## config.mk

```make
export PLATFORM = sky130hd
export DESIGN_NAME = psu_recon
export DESIGN_NICKNAME = d
export VERILOG_FILES = /design/src/design/psu_pkg.sv /design/src/design/psu_recon.sv
export SDC_FILE = /design/constraint.sdc
export NUM_CORES = 1
export LEC_CHECK = 0
export BUFFER_PORTS_ARGS = -buffer_cell sky130_fd_sc_hd__buf_2
export CAP_MARGIN = 5
export CORE_ASPECT_RATIO = 1.4
export CORE_MARGIN = 3
export CORE_UTILIZATION = 68
export CTS_BUF_LIST = sky130_fd_sc_hd__clkbuf_16
export CTS_CLUSTER_DIAMETER = 120
export DETAILED_ROUTE_END_ITERATION = 8
export PLACE_DENSITY = 0.95
export SLEW_MARGIN = 5
export SYNTH_ARGS = -nofsm -noshare
export SYNTH_HDL_FRONTEND = slang
export SYNTH_SLANG_ARGS = --single-unit
export TNS_END_PERCENT = 1
```

## constraint.sdc

```tcl
create_clock -name clk -period 19.8 [get_ports clk]
set_input_delay 1.98 -clock clk [delete_from_list [all_inputs] [get_ports clk]]
set_output_delay 1.98 -clock clk [all_outputs]
set_load 0.05 [all_outputs]
```

## src/design/psu_pkg.sv

```systemverilog
// Shared constants, types and the Paeth predictor for the PNG scanline unfilter.
// No dependencies; used by psu_recon and png_scanline_unfilter_unit.
package psu_pkg;

  localparam int LINE_DEPTH = 8192;
  localparam int ADDR_W     = $clog2(LINE_DEPTH);
  localparam int PIX_MAX    = 8;
  localparam int PIX_IDX_W  = $clog2(PIX_MAX);
  localparam int BPP_W      = 4;
  localparam int LEN_W      = 14;
  localparam int CFG_W      = 14;

  // register indexes on the configuration port
  localparam logic [0:0] REG_BYTES_PER_PIXEL = 1'b0;
  localparam logic [0:0] REG_LINE_BYTES      = 1'b1;

  // filter type codes
  localparam logic [7:0] FILT_NONE  = 8'd0;
  localparam logic [7:0] FILT_SUB   = 8'd1;
  localparam logic [7:0] FILT_UP    = 8'd2;
  localparam logic [7:0] FILT_AVG   = 8'd3;
  localparam logic [7:0] FILT_PAETH = 8'd4;

  // one item moving from the address stage into the reconstruct stage
  typedef struct packed {
    logic                 go;
    logic                 has_left;
    logic                 nop;
    logic [7:0]           filtered;
    logic [7:0]           ftype;
    logic [PIX_IDX_W-1:0] pix_idx;
  } psu_step_t;

  function automatic logic [7:0] paeth(input logic [7:0] a, input logic [7:0] b,
                                       input logic [7:0] c);
    logic signed [9:0] da;
    logic signed [9:0] db;
    logic signed [9:0] dc;
    logic [9:0] pa;
    logic [9:0] pb;
    logic [9:0] pc;
    // pa = |b - c|, pb = |a - c|, pc = |a + b - 2c|
    da = $signed({2'b00, b}) - $signed({2'b00, c});
    db = $signed({2'b00, a}) - $signed({2'b00, c});
    dc = da + db;
    pa = da[9] ? 10'(-da) : 10'(da);
    pb = db[9] ? 10'(-db) : 10'(db);
    pc = dc[9] ? 10'(-dc) : 10'(dc);
    if (pa <= pb && pa <= pc) begin
      paeth = a;
    end else if (pb <= pc) begin
      paeth = b;
    end else begin
      paeth = c;
    end
  endfunction

endpackage

```

## src/design/psu_recon.sv

```systemverilog
// Reconstruct stage: left / above-left byte history and the five PNG filters.
// Depends on psu_pkg.
module psu_recon (
  input  logic              clk,
  input  logic              rst,
  input  psu_pkg::psu_step_t step,
  input  logic [7:0]        above_raw,
  output logic [7:0]        recon,
  output logic              bad
);

  logic [7:0] left_hist  [psu_pkg::PIX_MAX];
  logic [7:0] upper_hist [psu_pkg::PIX_MAX];
  logic [7:0] a;
  logic [7:0] b;
  logic [7:0] c;
  logic [8:0] sum_ab;
  logic [7:0] pred;

  assign a      = step.has_left ? left_hist[step.pix_idx] : 8'd0;
  assign b      = step.nop ? 8'd0 : above_raw;
  assign c      = (!step.nop && step.has_left) ? upper_hist[step.pix_idx] : 8'd0;
  assign sum_ab = {1'b0, a} + {1'b0, b};

  always_comb begin
    bad = 1'b0;
    case (step.ftype)
      psu_pkg::FILT_NONE:  pred = 8'd0;
      psu_pkg::FILT_SUB:   pred = a;
      psu_pkg::FILT_UP:    pred = b;
      psu_pkg::FILT_AVG:   pred = sum_ab[8:1];
      psu_pkg::FILT_PAETH: pred = psu_pkg::paeth(a, b, c);
      default: begin
        pred = 8'd0;
        bad  = 1'b1;
      end
    endcase
  end

  assign recon = step.filtered + pred;

  // newest first; shifts once per reconstructed byte
  always_ff @(posedge clk) begin
    if (rst) begin
      for (int i = 0; i < psu_pkg::PIX_MAX; i++) begin
        left_hist[i]  <= 8'd0;
        upper_hist[i] <= 8'd0;
      end
    end else if (step.go) begin
      for (int i = psu_pkg::PIX_MAX - 1; i > 0; i--) begin
        left_hist[i]  <= left_hist[i-1];
        upper_hist[i] <= upper_hist[i-1];
      end
      left_hist[0]  <= recon;
      upper_hist[0] <= b;
    end
  end

endmodule

```

==> impl_metrics.csv <==
group,metric,value,unit
worst_hold_path,worstHoldPathType,"flop to flop",
timing,finalCritPeriodShare,0.706,
clocking,cts_made_buffers,17,
setup_path,slowest_stage,"nor2_1",
timing,min_period,13.98,ns
clocking,clock_sinks,128,
yosys,syn_inst,823,
drt,drt_wl_total,23.3,mm
global_route,grt_pass1_wl,37.6,mm
timing,slew_headroom,0.333,
cells_and_area,drive_gt1_frac,0.151,
yosys,ys.flop_type,"edfxtp_1",
yosys,ys_warn_count,0,
clocking,ctsHoldBuffers,0,
setup_path,cp-start-kind,"input port",
yosys,syn_avg_cell_area,11.2,um^2
cells_and_area,nNetsFinal,959,
timing,rsz0062_at_grt,"no",
power,p_int,0.000699,W
timing,setup_violations,0,
timing,worstMarginPinSlew,0.997,ns
outcome,outcome,"finished clean",
power,p_clk_frac,0.268,
power,switching_power,0.000403,W
yosys,synthSimpleGateAreaFrac,0.169,
global_route,grt_pass1_vias,7114,
die,ios,41,
timing,fin_tns_setup,0,ns
yosys,yosysSeqAreaShare,0.417,
clocking,cts_resized,0,
timing,finalMaxSlewViolations,0,
die,initial_core_util,0.706,
cells_and_area,final_util,0.773,
place,place.gp.congestion,0.975,
run,max_cap_violations,0,
power,peakVddDrop,0.108,mV
power,power_frac_seq,0.296,
clocking,cts-root-buf,"clkbuf_16",
clocking,cts_buffer_depth,2,
power,total_power,0.00110,W
setup_path,end_kind,"output pin",
cells_and_area,diodes,0,
drt,wl_per_cell,22.3,um
yosys,synthAdderAreaFrac,0.102,
setup_path,path_max_fanout,34,
clocking,htreeDepth,4,
drt,viasPerCell,6.60,
power,p_sw_frac,0.366,
yosys,synth_top_family_by_area,"simple AND/OR/NAND/NOR gates",
yosys,ys_ff_latch,128,
yosys,synthMuxAreaShare,0.111,
global_route,grtUsageTotal,0.326,
yosys,synth-edff-count,128,
yosys,async_flop_share,0,
die,coreArea,13100,um^2
yosys,synth_compound_gate_area_share,0.112,
drt,antenna_left,0,
die,die_h,144,um
power,powerDensity,109,nW/um^2
drt,drc,0,
timing,finalHoldViolCount,0,
global_route,antenna_found_initial,0,
clocking,clk_pin_slew_worst_paths,0.06,ns
clocking,insertion_delay,0.43,ns
place,numPortBuffers,40,
setup_path,required,17.82,ns
drt,vias,6901,
die,die_w,104,um
drt,drtIter0Drc,765,
timing,fmax,0.0715,GHz
global_route,grt_max_degree,121,
drt,firstDrtPassIters,7,
setup_path,crit_type,"input port to output pin",
yosys,synth-xor-area-share,0.0548,
setup_path,worst_path_largest_cell_delay,0.75,ns
die,std_cell_rows,49,
yosys,yosys.cell_types.count,73,
setup_path,worstPathArrival,12.00,ns
die,dieArea,15000,um^2
power,p_leak,4.32,nW
global_route,grt_overflow_total,0,
cells_and_area,area_delta_synth_final,9.57,%
timing,skew,0.00821,ns
place,dp_hpwl,15.9,mm
clocking,post-cts-setup-buffers,0,
yosys,syn-cell-area,9220,um^2
power,p_comb_frac,0.436,
clocking,cts_tree,"yes",
-- metrics by stage --
| step | setup WS [ns] | instance area (um^2) | hold slack [ns] | instances |
|---|---|---|---|---|
| global placement | 6.69 | 9550 | 0.523 | 1014 |
| floorplan | 6.50 | 9220 | 0.518 | 825 |
| global route | 5.34 | 10100 | 0.570 | 1046 |
| detailed placement | 6.40 | 9550 | 0.533 | 1014 |
| finish | 5.82 | 10100 | 0.555 | 1046 |
| CTS | 6.08 | 10100 | 0.553 | 1046 |
-- logic make-up after synthesis --
logic type	after synthesis
and+or+nand+nor	282
other	2
buffers and inverters	78
adders and majority gates	74
AOI/OAI and AO/OA	141
muxes	63
DFF	128
xor gates and xnor gates	55
-- power by group through the flow --
stage	combinational, W	sequential (W)	clock, W
floorplan	0.000371	0.000326	0
global placement	0.000459	0.000329	0
detailed placement	0.000471	0.000331	0
CTS	0.000475	0.000326	0.000295
global route	0.000535	0.000328	0.000306
finish	0.000481	0.000327	0.000295
-- final cells by class --
cell class | count | area [um^2]
clock buffers | 17 | 425
clock inverters | 15 | 124
fillers | 781 | 2960
inverters | 46 | 173
multi-input cells | 619 | 5090
flip-flops and latches | 128 | 3840
well taps | 178 | 223
repair buffers | 43 | 223
-- sequential cells by signal, indices dropped and copies added, names as in the netlist --
signal      flops
upper_hist     64
left_hist      64
-- synthesized netlist by cell type, types with 3 or more instances --
cell type / instances / share of area
nor3_1: 6 / 0.0033
nand4_1: 5 / 0.0034
and3_1: 4 / 0.0027
nor2b_1: 10 / 0.0068
ha_1: 69 / 0.094
mux2i_1: 23 / 0.025
o21ai_1: 3 / 0.0016
inv_1: 46 / 0.019
o22ai_1: 5 / 0.0034
fa_1: 3 / 0.0065
buf_1: 3 / 0.0012
nor2_1: 46 / 0.019
a21o_1: 22 / 0.018
nand2b_1: 22 / 0.015
nand3_1: 9 / 0.0049
and2_1: 122 / 0.083
mux4_2: 30 / 0.073
xnor2_1: 38 / 0.036
o21ai_0: 17 / 0.0092
a31oi_1: 3 / 0.0020
edfxtp_1: 128 / 0.42
o211ai_1: 4 / 0.0033
a21oi_1: 37 / 0.020
a22oi_1: 4 / 0.0033
clkbuf_1: 26 / 0.011
o21bai_1: 11 / 0.0090
or4_1: 3 / 0.0024
mux2_2: 10 / 0.012
nand2_1: 37 / 0.015
o2111ai_1: 3 / 0.0029
xor2_1: 15 / 0.014
or3_1: 4 / 0.0027
-- cells in the final DEF, fill, tap and decap left out, types with 5 or more instances in the layout --
cell type  count
nand2_1       37
nor2b_1        9
o21bai_1      11
inv_1         50
and2_1       122
nor2_1        46
buf_2         40
mux2_2        10
o21ai_0       17
xnor2_1       38
o22ai_1        5
clkbuf_16     17
clkinv_4       5
edfxtp_1     128
nand2b_1      22
nand3_1        9
mux4_2        30
mux2i_1       23
a21o_1        22
a21oi_1       37
xor2_1        15
ha_1          69
nor3_1         6
nand4_1        5
-- worst paths after layout --
path / cells past startpoint / end / slack, ns / start
setup / recovery: 38 / recon[7] / 5.82 / step[0]
hold / removal: 1 / upper_hist[4][4] / 0.55 / upper_hist[3][4]
setup reg to reg: 36 / left_hist[0][7] / 10.07 / left_hist[6][2]
hold reg to reg: 1 / upper_hist[4][4] / 0.55 / upper_hist[3][4]
-- routing by layer --
metal  vias to the layer above  wire, um  track usage
li1                       3056         -            -
met1                      3295      8360        0.391
met2                       423     11600        0.557
met3                       127      1820       0.0535
met4                         0      1520        0.200
met5                         -         0            0
-- critical path, delay by kind of cell --
kind                     cells  cell delay [ns]
AO/OA/AOI/OAI               13             3.05
multiplexers                 4             1.29
AND/OR/NAND/NOR              8             1.77
adder cells (fa/ha/maj)      4             1.25
buffers and inverters        4             0.99
XOR/XNOR                     5             1.59
Note: power is estimated with default switching activity, not from simulation.
